===== src/rtl/bei_pkg.sv =====
// Shared types, constants and constant tables for the Bezier easing interpolator.
// Depends on nothing; every other file of the block imports it.
`timescale 1ns / 1ps
`default_nettype none

package bei_pkg;

  // Curve grid and solver limits
  localparam int TABLE_STEPS = 16;
  localparam int MAX_PASSES  = 32;

  // Fixed-point formats
  localparam int FRAC      = 24;             // internal Q2.24
  localparam int OUT_FRAC  = 16;             // Q1.16 at the ports
  localparam int Q_W       = 32;             // internal value width
  localparam int T_W       = 26;             // curve parameter, [-2.0, 2.0)
  localparam int IN_W      = 17;
  localparam int CTRL_W    = 7;
  localparam int CFG_IDX_W = 2;

  // Shared multiplier operand and product widths
  localparam int MA_W = 33;
  localparam int MB_W = 32;
  localparam int MP_W = MA_W + MB_W;

  // Derived widths
  localparam int GI_W     = $clog2(TABLE_STEPS + 1);
  localparam int IDX_W    = $clog2(TABLE_STEPS);
  localparam int PASS_W   = (MAX_PASSES > 1) ? $clog2(MAX_PASSES) : 1;
  localparam int SCALED_W = IN_W + GI_W;
  localparam int ERR_W    = Q_W + 1;
  localparam int TW_W     = Q_W + 2;
  localparam int YI_W     = MA_W + 1;

  typedef logic signed [Q_W-1:0]  qv_t;
  typedef logic signed [T_W-1:0]  tq_t;
  typedef logic        [IN_W-1:0] q116_t;
  typedef logic        [CTRL_W-1:0] ctrl_t;
  typedef logic signed [MA_W-1:0] ma_t;
  typedef logic signed [MB_W-1:0] mb_t;
  typedef logic signed [MP_W-1:0] mp_t;
  typedef logic signed [ERR_W-1:0] err_t;
  typedef logic signed [TW_W-1:0] tw_t;
  typedef logic signed [YI_W-1:0] yi_t;

  localparam qv_t   ONE_Q   = qv_t'(longint'(1) << FRAC);
  localparam qv_t   TOL_Q   = qv_t'(1678);
  localparam tq_t   T_MAX   = {1'b0, {(T_W-1){1'b1}}};
  localparam tq_t   T_MIN   = {1'b1, {(T_W-1){1'b0}}};
  localparam q116_t ONE_OUT = q116_t'(longint'(1) << OUT_FRAC);

  // Configuration register indexes and reset values
  typedef enum logic [CFG_IDX_W-1:0] {
    CFG_X1 = 2'd0,
    CFG_Y1 = 2'd1,
    CFG_X2 = 2'd2,
    CFG_Y2 = 2'd3
  } cfg_reg_t;

  localparam ctrl_t CTRL_X1_RST = ctrl_t'(20);
  localparam ctrl_t CTRL_Y1_RST = ctrl_t'(20);
  localparam ctrl_t CTRL_X2_RST = ctrl_t'(107);
  localparam ctrl_t CTRL_Y2_RST = ctrl_t'(107);

  // Scaled Bernstein coefficients and the identity flag
  typedef struct packed {
    qv_t  cx1;
    qv_t  cx2;
    qv_t  cy1;
    qv_t  cy2;
    logic ident;
  } bei_coef_t;

  // Multiply steps of one curve evaluation, in issue order
  typedef enum logic [2:0] {
    OP_TT  = 3'd0,   // t*t       -> t2
    OP_II  = 3'd1,   // inv*inv   -> inv2
    OP_I2T = 3'd2,   // inv2*t    -> tmp
    OP_MC1 = 3'd3,   // tmp*c1    -> acc
    OP_IT2 = 3'd4,   // t2*inv    -> tmp
    OP_MC2 = 3'd5,   // tmp*c2    -> acc +=
    OP_T2T = 3'd6    // t2*t      -> acc +=
  } bez_op_t;

  typedef enum logic [3:0] {
    ST_IDLE,
    ST_SETUP,
    ST_GRID,
    ST_MUL,
    ST_WB,
    ST_EVAL,
    ST_STORE,
    ST_IMUL,
    ST_IWB,
    ST_DONE
  } core_state_t;

  // Control byte scaled by 3/127 into Q2.24, rounded
  typedef qv_t scale_tab_t [2**CTRL_W];

  function automatic scale_tab_t build_scale_tab();
    scale_tab_t tab;
    longint     v;
    for (int i = 0; i < 2**CTRL_W; i++) begin
      v = (longint'(i) * 3 * (longint'(1) << FRAC) + 63) / 127;
      tab[i] = qv_t'(v);
    end
    return tab;
  endfunction

  localparam scale_tab_t SCALE_TAB = build_scale_tab();

  // Grid abscissas i/TABLE_STEPS in Q2.24, rounded
  typedef qv_t xg_tab_t [TABLE_STEPS];

  function automatic xg_tab_t build_xg_tab();
    xg_tab_t tab;
    longint  v;
    for (int i = 0; i < TABLE_STEPS; i++) begin
      v = (longint'(i) * (longint'(1) << FRAC) + TABLE_STEPS / 2) / TABLE_STEPS;
      tab[i] = qv_t'(v);
    end
    return tab;
  endfunction

  localparam xg_tab_t XG_TAB = build_xg_tab();

endpackage

`default_nettype wire


===== src/rtl/bei_in_if.sv =====
// Input channel of the Bezier easing interpolator: valid/ready plus progress.
// Depends on bei_pkg.
`timescale 1ns / 1ps
`default_nettype none

interface bei_in_if import bei_pkg::*; ();
  logic  valid;
  logic  ready;
  q116_t progress;

  modport source (output valid, output progress, input ready);
  modport sink   (input valid, input progress, output ready);
endinterface

`default_nettype wire


===== src/rtl/bei_out_if.sv =====
// Result channel of the Bezier easing interpolator: valid/ready plus eased.
// Depends on bei_pkg.
`timescale 1ns / 1ps
`default_nettype none

interface bei_out_if import bei_pkg::*; ();
  logic  valid;
  logic  ready;
  q116_t eased;

  modport source (output valid, output eased, input ready);
  modport sink   (input valid, input eased, output ready);
endinterface

`default_nettype wire


===== src/rtl/bezier_easing_interpolator.sv =====
// Top level of the Bezier easing interpolator: channels, control registers,
// output register. Depends on bei_pkg, bei_in_if, bei_out_if, bei_cfg, bei_core.
//
// Usage:
//   in_if  : one transaction carries progress x in Q1.16 (values above 1.0
//            saturate). in_if.ready is high while the solver is idle.
//   out_if : one transaction per input carries eased y in Q1.16.
//   cfg_*  : write ctrl_x1, ctrl_y1, ctrl_x2, ctrl_y2 (indexes 0..3) while idle.
// Sequence: an identity curve or x = 1.0 goes from setup straight to the
//   output hand-off. Otherwise each of the two grid points around x is a
//   fixed end (0 or 1) or is solved by n x(t) evaluations, where n is
//   1..MAX_PASSES and ends when the error test passes, and one y(t) evaluation;
//   one evaluation is seven multiply steps (each issued, then written back)
//   on the single shared multiplier plus one check step. Setup comes first;
//   interpolation between the two grid values and the hand-off come last.
// Throughput: one transaction at a time; the next input is taken as soon as
//   the result has moved to the output register, even while it waits there.
// Reset (rst_n low, synchronous): control points return to 20/20/107/107,
//   the solver goes idle and the output register empties.
// Stall: a held output keeps its value; a finished result waits in the
//   solver until the output register frees, and no input is taken meanwhile.
`timescale 1ns / 1ps
`default_nettype none

module bezier_easing_interpolator import bei_pkg::*; (
  input  wire logic                 clk,
  input  wire logic                 rst_n,
  bei_in_if.sink                    in_if,
  bei_out_if.source                 out_if,
  input  wire logic                 cfg_we,
  input  wire logic [CFG_IDX_W-1:0] cfg_index,
  input  wire logic [CTRL_W-1:0]    cfg_wdata
);

  bei_coef_t coef;
  logic      core_idle;
  logic      core_start;
  logic      res_valid;
  logic      res_ready;
  q116_t     res_eased;
  logic      out_valid_r;
  q116_t     out_eased_r;

  bei_cfg u_cfg (
    .clk       (clk),
    .rst_n     (rst_n),
    .cfg_we    (cfg_we),
    .cfg_index (cfg_index),
    .cfg_wdata (cfg_wdata),
    .coef      (coef)
  );

  // Accept a transaction whenever the solver is idle
  assign in_if.ready = core_idle;
  assign core_start  = in_if.valid && core_idle;

  bei_core u_core (
    .clk       (clk),
    .rst_n     (rst_n),
    .coef      (coef),
    .start     (core_start),
    .progress  (in_if.progress),
    .idle      (core_idle),
    .res_valid (res_valid),
    .res_ready (res_ready),
    .res_eased (res_eased)
  );

  // Output register: load when empty or being drained
  assign res_ready = !out_valid_r || out_if.ready;

  always_ff @(posedge clk) begin
    if (!rst_n) begin
      out_valid_r <= 1'b0;
    end else if (res_valid && res_ready) begin
      out_valid_r <= 1'b1;
    end else if (out_if.ready) begin
      out_valid_r <= 1'b0;
    end
  end

  always_ff @(posedge clk) begin
    if (res_valid && res_ready) begin
      out_eased_r <= res_eased;
    end
  end

  assign out_if.valid = out_valid_r;
  assign out_if.eased = out_eased_r;

endmodule

`default_nettype wire


===== src/rtl/bei_cfg.sv =====
// Control point registers and their scaled Bernstein coefficients.
// Depends on bei_pkg (register indexes, reset values, scale table).
`timescale 1ns / 1ps
`default_nettype none

module bei_cfg import bei_pkg::*; (
  input  wire logic                 clk,
  input  wire logic                 rst_n,
  input  wire logic                 cfg_we,
  input  wire logic [CFG_IDX_W-1:0] cfg_index,
  input  wire logic [CTRL_W-1:0]    cfg_wdata,
  output bei_coef_t                 coef
);

  ctrl_t x1_r, y1_r, x2_r, y2_r;

  // Write the addressed control byte
  always_ff @(posedge clk) begin
    if (!rst_n) begin
      x1_r <= CTRL_X1_RST;
      y1_r <= CTRL_Y1_RST;
      x2_r <= CTRL_X2_RST;
      y2_r <= CTRL_Y2_RST;
    end else if (cfg_we) begin
      case (cfg_reg_t'(cfg_index))
        CFG_X1:  x1_r <= cfg_wdata;
        CFG_Y1:  y1_r <= cfg_wdata;
        CFG_X2:  x2_r <= cfg_wdata;
        CFG_Y2:  y2_r <= cfg_wdata;
        default: ;
      endcase
    end
  end

  // Scale to coefficients; both points on the diagonal means identity curve
  always_comb begin
    coef.cx1   = SCALE_TAB[x1_r];
    coef.cy1   = SCALE_TAB[y1_r];
    coef.cx2   = SCALE_TAB[x2_r];
    coef.cy2   = SCALE_TAB[y2_r];
    coef.ident = (x1_r == y1_r) && (x2_r == y2_r);
  end

endmodule

`default_nettype wire


===== src/rtl/bei_mul.sv =====
// Shared signed multiplier with a registered product.
// Depends on bei_pkg (operand and product widths).
`timescale 1ns / 1ps
`default_nettype none

module bei_mul import bei_pkg::*; (
  input  wire logic clk,
  input  wire logic en,
  input  wire ma_t  a,
  input  wire mb_t  b,
  output mp_t       prod
);

  mp_t prod_r;

  // Capture the product when a step is issued
  always_ff @(posedge clk) begin
    if (en) begin
      prod_r <= mp_t'(a) * mp_t'(b);
    end
  end

  assign prod = prod_r;

endmodule

`default_nettype wire


===== src/rtl/bei_core.sv =====
// Sequencer and datapath: grid-point curve solves and the final interpolation,
// all multiplications on one shared bei_mul. Depends on bei_pkg and bei_mul.
`timescale 1ns / 1ps
`default_nettype none

module bei_core import bei_pkg::*; (
  input  wire logic      clk,
  input  wire logic      rst_n,
  input  wire bei_coef_t coef,
  input  wire logic      start,
  input  wire q116_t     progress,
  output logic           idle,
  output logic           res_valid,
  input  wire logic      res_ready,
  output q116_t          res_eased
);

  core_state_t state_r, state_nxt;
  bez_op_t     op_r, op_nxt;
  logic [PASS_W-1:0] pass_r, pass_nxt;
  logic [GI_W-1:0]   gi_r, gi_nxt;
  logic [OUT_FRAC-1:0] frac_r, frac_nxt;
  logic  sel_r, sel_nxt;
  logic  ysel_r, ysel_nxt;
  q116_t x_r, x_nxt;
  q116_t res_r, res_nxt;
  tq_t   t_r, t_nxt;
  qv_t   t2_r, t2_nxt;
  qv_t   inv2_r, inv2_nxt;
  qv_t   tmp_r, tmp_nxt;
  qv_t   acc_r, acc_nxt;
  qv_t   y0_r, y0_nxt;
  qv_t   yg_r, yg_nxt;

  q116_t                 x_sat;
  logic [SCALED_W-1:0]   scaled;
  qv_t   inv, xg, c1, c2, q_res;
  mp_t   prod, prod_rnd, iprod_rnd;
  ma_t   mul_a;
  mb_t   mul_b;
  logic  mul_en;
  err_t  err, half;
  tw_t   t_upd;
  tq_t   t_sat;
  logic  err_small;
  yi_t   y_full, r_full;
  q116_t r_clamp;

  bei_mul u_mul (
    .clk  (clk),
    .en   (mul_en),
    .a    (mul_a),
    .b    (mul_b),
    .prod (prod)
  );

  // Saturate the input and locate its grid cell
  always_comb begin
    x_sat  = (progress > ONE_OUT) ? ONE_OUT : progress;
    scaled = SCALED_W'(x_sat) * SCALED_W'(TABLE_STEPS);
  end

  // Curve terms, coefficient select and rounding of the product
  always_comb begin
    inv       = ONE_Q - qv_t'(t_r);
    xg        = XG_TAB[gi_r[IDX_W-1:0]];
    c1        = ysel_r ? coef.cy1 : coef.cx1;
    c2        = ysel_r ? coef.cy2 : coef.cx2;
    prod_rnd  = prod + (mp_t'(1) <<< (FRAC - 1));
    q_res     = qv_t'(prod_rnd >>> FRAC);
    iprod_rnd = prod + (mp_t'(1) <<< (OUT_FRAC - 1));
  end

  // Damped update t -= err/2, saturated to [-2.0, 2.0)
  always_comb begin
    err       = err_t'(acc_r) - err_t'(xg);
    err_small = (err > -err_t'(TOL_Q)) && (err < err_t'(TOL_Q));
    half      = (err + err_t'(1)) >>> 1;
    t_upd     = tw_t'(t_r) - tw_t'(half);
    if (t_upd > tw_t'(T_MAX)) begin
      t_sat = T_MAX;
    end else if (t_upd < tw_t'(T_MIN)) begin
      t_sat = T_MIN;
    end else begin
      t_sat = tq_t'(t_upd);
    end
  end

  // Interpolate between the grid values and round to Q1.16
  always_comb begin
    y_full = yi_t'(y0_r) + yi_t'(iprod_rnd >>> OUT_FRAC);
    r_full = (y_full + yi_t'(1 <<< (FRAC - OUT_FRAC - 1))) >>> (FRAC - OUT_FRAC);
    if (r_full < yi_t'(0)) begin
      r_clamp = '0;
    end else if (r_full > yi_t'(ONE_OUT)) begin
      r_clamp = ONE_OUT;
    end else begin
      r_clamp = q116_t'(r_full);
    end
  end

  // Operand select for the shared multiplier
  always_comb begin
    mul_en = (state_r == ST_MUL) || (state_r == ST_IMUL);
    mul_a  = '0;
    mul_b  = '0;
    if (state_r == ST_IMUL) begin
      mul_a = ma_t'(yg_r) - ma_t'(y0_r);
      mul_b = $signed({{(MB_W-OUT_FRAC){1'b0}}, frac_r});
    end else begin
      case (op_r)
        OP_TT:   begin mul_a = ma_t'(t_r);    mul_b = mb_t'(t_r); end
        OP_II:   begin mul_a = ma_t'(inv);    mul_b = mb_t'(inv); end
        OP_I2T:  begin mul_a = ma_t'(inv2_r); mul_b = mb_t'(t_r); end
        OP_MC1:  begin mul_a = ma_t'(tmp_r);  mul_b = mb_t'(c1);  end
        OP_IT2:  begin mul_a = ma_t'(t2_r);   mul_b = mb_t'(inv); end
        OP_MC2:  begin mul_a = ma_t'(tmp_r);  mul_b = mb_t'(c2);  end
        OP_T2T:  begin mul_a = ma_t'(t2_r);   mul_b = mb_t'(t_r); end
        default: begin mul_a = '0;            mul_b = '0;         end
      endcase
    end
  end

  // State and datapath registers
  always_ff @(posedge clk) begin
    if (!rst_n) begin
      state_r <= ST_IDLE;
      op_r    <= OP_TT;
      pass_r  <= '0;
      sel_r   <= 1'b0;
      ysel_r  <= 1'b0;
    end else begin
      state_r <= state_nxt;
      op_r    <= op_nxt;
      pass_r  <= pass_nxt;
      sel_r   <= sel_nxt;
      ysel_r  <= ysel_nxt;
    end
  end

  always_ff @(posedge clk) begin
    gi_r   <= gi_nxt;
    frac_r <= frac_nxt;
    x_r    <= x_nxt;
    res_r  <= res_nxt;
    t_r    <= t_nxt;
    t2_r   <= t2_nxt;
    inv2_r <= inv2_nxt;
    tmp_r  <= tmp_nxt;
    acc_r  <= acc_nxt;
    y0_r   <= y0_nxt;
    yg_r   <= yg_nxt;
  end

  // Sequencer: next state and register updates
  always_comb begin
    state_nxt = state_r;
    op_nxt    = op_r;
    pass_nxt  = pass_r;
    sel_nxt   = sel_r;
    ysel_nxt  = ysel_r;
    gi_nxt    = gi_r;
    frac_nxt  = frac_r;
    x_nxt     = x_r;
    res_nxt   = res_r;
    t_nxt     = t_r;
    t2_nxt    = t2_r;
    inv2_nxt  = inv2_r;
    tmp_nxt   = tmp_r;
    acc_nxt   = acc_r;
    y0_nxt    = y0_r;
    yg_nxt    = yg_r;

    case (state_r)
      ST_IDLE: begin
        if (start) begin
          x_nxt     = x_sat;
          gi_nxt    = scaled[OUT_FRAC +: GI_W];
          frac_nxt  = scaled[OUT_FRAC-1:0];
          state_nxt = ST_SETUP;
        end
      end

      ST_SETUP: begin
        if (coef.ident) begin
          res_nxt   = x_r;
          state_nxt = ST_DONE;
        end else if (gi_r >= GI_W'(TABLE_STEPS)) begin
          res_nxt   = ONE_OUT;
          state_nxt = ST_DONE;
        end else begin
          sel_nxt   = 1'b0;
          state_nxt = ST_GRID;
        end
      end

      // Fixed ends of the grid, or start a solve at t = xg
      ST_GRID: begin
        if (gi_r == '0) begin
          yg_nxt    = '0;
          state_nxt = ST_STORE;
        end else if (gi_r >= GI_W'(TABLE_STEPS)) begin
          yg_nxt    = ONE_Q;
          state_nxt = ST_STORE;
        end else begin
          t_nxt     = tq_t'(xg);
          pass_nxt  = '0;
          ysel_nxt  = 1'b0;
          op_nxt    = OP_TT;
          state_nxt = ST_MUL;
        end
      end

      ST_MUL: begin
        state_nxt = ST_WB;
      end

      // Retire one multiply step
      ST_WB: begin
        case (op_r)
          OP_TT:   t2_nxt   = q_res;
          OP_II:   inv2_nxt = q_res;
          OP_I2T:  tmp_nxt  = q_res;
          OP_MC1:  acc_nxt  = q_res;
          OP_IT2:  tmp_nxt  = q_res;
          OP_MC2:  acc_nxt  = acc_r + q_res;
          OP_T2T:  acc_nxt  = acc_r + q_res;
          default: ;
        endcase
        if (op_r == OP_T2T) begin
          state_nxt = ST_EVAL;
        end else begin
          op_nxt    = bez_op_t'(op_r + 3'd1);
          state_nxt = ST_MUL;
        end
      end

      // Check the x error, update t, or take the finished y value
      ST_EVAL: begin
        if (ysel_r) begin
          yg_nxt    = acc_r;
          state_nxt = ST_STORE;
        end else begin
          op_nxt    = OP_TT;
          state_nxt = ST_MUL;
          if (err_small) begin
            ysel_nxt = 1'b1;
          end else begin
            t_nxt = t_sat;
            if (pass_r == PASS_W'(MAX_PASSES - 1)) begin
              ysel_nxt = 1'b1;
            end else begin
              pass_nxt = pass_r + PASS_W'(1);
            end
          end
        end
      end

      // Hold the left grid value and advance to the right one, or start the interpolation
      ST_STORE: begin
        if (!sel_r) begin
          y0_nxt    = yg_r;
          gi_nxt    = gi_r + GI_W'(1);
          sel_nxt   = 1'b1;
          state_nxt = ST_GRID;
        end else begin
          state_nxt = ST_IMUL;
        end
      end

      ST_IMUL: begin
        state_nxt = ST_IWB;
      end

      ST_IWB: begin
        res_nxt   = r_clamp;
        state_nxt = ST_DONE;
      end

      ST_DONE: begin
        if (res_ready) begin
          state_nxt = ST_IDLE;
        end
      end

      default: begin
        state_nxt = ST_IDLE;
      end
    endcase
  end

  assign idle      = (state_r == ST_IDLE);
  assign res_valid = (state_r == ST_DONE);
  assign res_eased = res_r;

`ifndef SYNTHESIS
  a_start_setup: assert property (@(posedge clk) disable iff (!rst_n)
    start && idle |=> state_r == ST_SETUP)
    else $error("accepted transaction did not enter setup");

  a_step_chain: assert property (@(posedge clk) disable iff (!rst_n)
    (state_r == ST_WB) && (op_r != OP_T2T) |=> (state_r == ST_MUL) && (op_r == $past(op_r) + 3'd1))
    else $error("multiply step sequence broken");

  a_pass_bound: assert property (@(posedge clk) disable iff (!rst_n)
    (state_r == ST_EVAL) && !ysel_r |-> pass_r <= PASS_W'(MAX_PASSES - 1))
    else $error("solver pass count out of range");

  a_res_hold: assert property (@(posedge clk) disable iff (!rst_n)
    res_valid && !res_ready |=> res_valid && $stable(res_eased))
    else $error("result dropped or changed while stalled");

  a_res_range: assert property (@(posedge clk) disable iff (!rst_n)
    res_valid |-> res_eased <= ONE_OUT)
    else $error("result above one");
`endif

endmodule

`default_nettype wire


===== src/flat_wrapper.sv =====
// flat-port wrapper written by rule: the top's interface ports become plain ports
module bezier_easing_interpolator_flat import bei_pkg::*;
  (clk, rst_n, cfg_we, cfg_index, cfg_wdata, in_if_valid, in_if_progress, in_if_ready, out_if_valid, out_if_eased, out_if_ready);
  bei_in_if in_if_i ();
  bei_out_if out_if_i ();
  input  wire logic clk;
  input  wire logic rst_n;
  input  wire logic cfg_we;
  input  wire logic [CFG_IDX_W-1:0] cfg_index;
  input  wire logic [CTRL_W-1:0] cfg_wdata;
  input wire logic [$bits(in_if_i.valid)-1:0] in_if_valid;
  input wire logic [$bits(in_if_i.progress)-1:0] in_if_progress;
  output wire logic [$bits(in_if_i.ready)-1:0] in_if_ready;
  output wire logic [$bits(out_if_i.valid)-1:0] out_if_valid;
  output wire logic [$bits(out_if_i.eased)-1:0] out_if_eased;
  input wire logic [$bits(out_if_i.ready)-1:0] out_if_ready;
  assign in_if_i.valid = in_if_valid;
  assign in_if_i.progress = in_if_progress;
  assign in_if_ready = in_if_i.ready;
  assign out_if_valid = out_if_i.valid;
  assign out_if_eased = out_if_i.eased;
  assign out_if_i.ready = out_if_ready;
  bezier_easing_interpolator u_core (.clk(clk), .rst_n(rst_n), .in_if(in_if_i), .out_if(out_if_i), .cfg_we(cfg_we), .cfg_index(cfg_index), .cfg_wdata(cfg_wdata));
endmodule

===== config.mk =====
export PLATFORM = sky130hd
export DESIGN_NAME = bezier_easing_interpolator_flat
export DESIGN_NICKNAME = d
export VERILOG_FILES = /design/src/rtl/bei_pkg.sv /design/src/rtl/bei_in_if.sv /design/src/rtl/bei_out_if.sv /design/src/rtl/bezier_easing_interpolator.sv /design/src/rtl/bei_cfg.sv /design/src/rtl/bei_mul.sv /design/src/rtl/bei_core.sv /design/src/flat_wrapper.sv
export SDC_FILE = /design/constraint.sdc
export NUM_CORES = 2
export LEC_CHECK = 0
export BUFFER_PORTS_ARGS = -buffer_cell sky130_fd_sc_hd__buf_2
export CORE_UTILIZATION = 47
export DETAILED_ROUTE_END_ITERATION = 10
export SYNTH_ARGS = -nofsm -noshare
export SYNTH_HDL_FRONTEND = slang
export SYNTH_HIERARCHICAL = 1
export SYNTH_SLANG_ARGS = --single-unit

===== constraint.sdc =====
create_clock -name clk -period 18.2 [get_ports clk]
set_input_delay 0 -clock clk [delete_from_list [all_inputs] [get_ports clk]]
set_output_delay 0 -clock clk [all_outputs]
set_load 0.05 [all_outputs]

==> reports/summary.txt <==
synthesis warning total = 6
cell with the largest stage delay on the worst path = sky130_fd_sc_hd__a221oi_1
Met2 Routed Length = 95100 µm
post-synth design cell area = 64200 µm²
# rows = 135
Clock Sinks = 358
data required time of the critical path = 18.55 ns
total routed wirelength = 208000 µm
setup TNS = 0 ns
setup slack of the most critical reg-to-reg path = 6.44 ns
Clock Pin Slew Worst Setup and Hold Paths = 0.06 ns
Achievable Freq = 0.0850 GHz
data arrival time of the worst path = 12.11 ns
Post-DRT Antenna Nets = 0
weighted congestion reported at the end of routability-driven placement = 0.966
top-level port count = 50
portion of the clock cycle consumed by the worst path in the final layout = 0.646
Syn Area/Cell = 9.08 µm²
vias in the first global route = 52000
number of vias after detailed routing = 51000
maximum number of pins on one net before global-route repair = 50
floorplan die width = 372 µm
highest cell delay on the worst timing path = 0.71 ns
worst hold-check path type = input pin to register
drt initial violations = 4600
crit start category = register
initial core utilization = 0.474
unrepaired setup endpoints after global routing = no
Max Clock Skew = 0.0365 ns
Placeable Area = 135000 µm²
element type at the critical path end = register
cell with the most instances on the worst path = sky130_fd_sc_hd__fa_1
highest layer used for signal routing = met5
number of max-cap violations = 0
maximum clock path buffer count = 3
post-synthesis instance total = 7071
post-detailed-route wirelength per cell = 24.0 µm
startpoint-to-endpoint class of the critical path = register to register
Slew headroom = 0.123
setup fix buffers added after clock tree synthesis = 0
number of buffers inserted during clock tree synthesis = 44
Final HPWL DP = 153000 µm
area of the die = 138000 µm²
Period minus WS final = 11.76 ns
CTS tree = yes
number of H-tree levels = 2
DRT Pass-1 Iters = 6
Via density = 5.88
share of cells above drive strength 1 = 0.0649
result of the run = complete, no violations
max-slew violation count = 0
first-pass GRT wire length = 320000 µm
layout overhead on the synthesized area = 5.49%
total track usage = 0.306
antenna violations before repair = 13
Die Span Y = 372 µm
clock root cell = sky130_fd_sc_hd__clkbuf_16
transition time at the pin with the least slew margin = 1.31 ns
port buffer count = 49
met1 wire length = 86100 µm
overflow left after global routing = 0
final setup fails = 0
critical path fanouts, max = 24
Met3 Wirelength = 18800 µm
final hold violations = 0
clock insertion delay at the later pin of the skew report = 0.62 ns
remaining routing DRC violations = 0
layout net count = 8283
-- sequential cells by signal (all words and copies together), names as in the netlist --
register / count
u_core/out_if.eased: 17
u_core/out_if.valid: 1
u_core/u_cfg/x1_r: 7
u_core/u_cfg/x2_r: 7
u_core/u_cfg/y1_r: 7
u_core/u_cfg/y2_r: 7
u_core/u_core/acc_r: 32
u_core/u_core/gi_r: 5
u_core/u_core/inv2_r: 32
u_core/u_core/op_r: 3
u_core/u_core/pass_r: 5
u_core/u_core/res_eased: 17
u_core/u_core/sel_r: 1
u_core/u_core/state_r: 4
u_core/u_core/t2_r: 32
u_core/u_core/t_r: 26
u_core/u_core/tmp_r: 32
u_core/u_core/u_mul/prod: 41
u_core/u_core/x_r: 17
u_core/u_core/y0_r: 32
u_core/u_core/yg_r: 32
u_core/u_core/ysel_r: 1
-- repair_timing --
item,4_1_cts,5_1_grt
resized for setup,0,0
hold buffers,37,0
endpoints found under the hold margin,51,0
-- per-stage QoR --
| step | util | cell area, µm² | setup WS [ns] | hold WS, ns | cells |
|---|---|---|---|---|---|
| 2_1_floorplan | - | 64300 | 8.03 | 0.124 | 7094 |
| 3_3_place_gp | 0.486 | 65800 | 6.68 | 0.294 | 8547 |
| 3_5_place_dp | 0.486 | 65800 | 6.63 | 0.306 | 8547 |
| 4_1_cts | 0.500 | 67700 | 6.59 | 0.0402 | 8666 |
| 5_1_grt | 0.500 | 67700 | 5.93 | 0.102 | 8668 |
| 6_report | 0.500 | 67700 | 6.44 | 0.0660 | 8671 |
-- final cells by class --
| class | instances | area (µm²) |
|---|---|---|
| Inverter | 993 | 3730 |
| Tap cell | 1781 | 2230 |
| Clock buffer | 59 | 1250 |
| Antenna cell | 5 | 12.5 |
| Multi-Input combinational cell | 5238 | 48400 |
| Clock inverter | 23 | 240 |
| Timing Repair Buffer | 214 | 1580 |
| Fill cell | 12800 | 67700 |
| Sequential cell | 358 | 10300 |
-- path summary, 6_finish.rpt --
path,start,endpoint,cells after the start
max,u_core/u_core/t_r[0]$_SDFFCE_PN0P_,u_core/u_core/u_mul/prod[54]$_DFFE_PP_,34
min,in_if_valid,u_core/u_core/state_r[2]$_SDFFE_PN0P_,6
max reg2reg,u_core/u_core/t_r[0]$_SDFFCE_PN0P_,u_core/u_core/u_mul/prod[54]$_DFFE_PP_,34
min reg2reg,u_core/u_core/res_eased[10]$_DFFE_PP_,u_core/out_if.eased[10]$_DFFE_PP_,0
-- placed cells by master (no fill, tap or decap), types with 43 or more instances in the layout --
| master | instances |
|---|---|
| sky130_fd_sc_hd__a211oi_1 | 48 |
| sky130_fd_sc_hd__a21o_1 | 107 |
| sky130_fd_sc_hd__a21oi_1 | 293 |
| sky130_fd_sc_hd__a221oi_1 | 43 |
| sky130_fd_sc_hd__a31oi_1 | 45 |
| sky130_fd_sc_hd__and2_1 | 533 |
| sky130_fd_sc_hd__and3_1 | 76 |
| sky130_fd_sc_hd__buf_2 | 49 |
| sky130_fd_sc_hd__buf_4 | 128 |
| sky130_fd_sc_hd__clkbuf_16 | 46 |
| sky130_fd_sc_hd__edfxtp_1 | 315 |
| sky130_fd_sc_hd__fa_1 | 1017 |
| sky130_fd_sc_hd__ha_1 | 386 |
| sky130_fd_sc_hd__inv_1 | 987 |
| sky130_fd_sc_hd__mux2_2 | 54 |
| sky130_fd_sc_hd__mux2i_1 | 52 |
| sky130_fd_sc_hd__nand2_1 | 840 |
| sky130_fd_sc_hd__nand2b_1 | 45 |
| sky130_fd_sc_hd__nand3_1 | 100 |
| sky130_fd_sc_hd__nor2_1 | 289 |
| sky130_fd_sc_hd__nor2b_1 | 77 |
| sky130_fd_sc_hd__nor3_1 | 69 |
| sky130_fd_sc_hd__o21ai_0 | 237 |
| sky130_fd_sc_hd__xnor2_1 | 169 |
| sky130_fd_sc_hd__xor2_1 | 124 |
-- critical path, delay by kind of cell, from the launching register on --
kind | cells | cell delay [ns]
compound gates | 9 | 2.88
xor+xnor | 1 | 0.20
buf+inv | 5 | 0.60
simple gates | 10 | 2.87
flops | 1 | 0.49
fa+ha+maj | 9 | 4.42
-- routing by layer --
layer  GRT usage  vias up
met4       0.106        2
met1       0.420    25800
met5           0        -
li1            -    22500
met3      0.0492      378
met2       0.489     2344
Power is left out: the tool's default activity adds up to more than one toggle a clock period on the data nets, which glitch-free logic cannot reach.
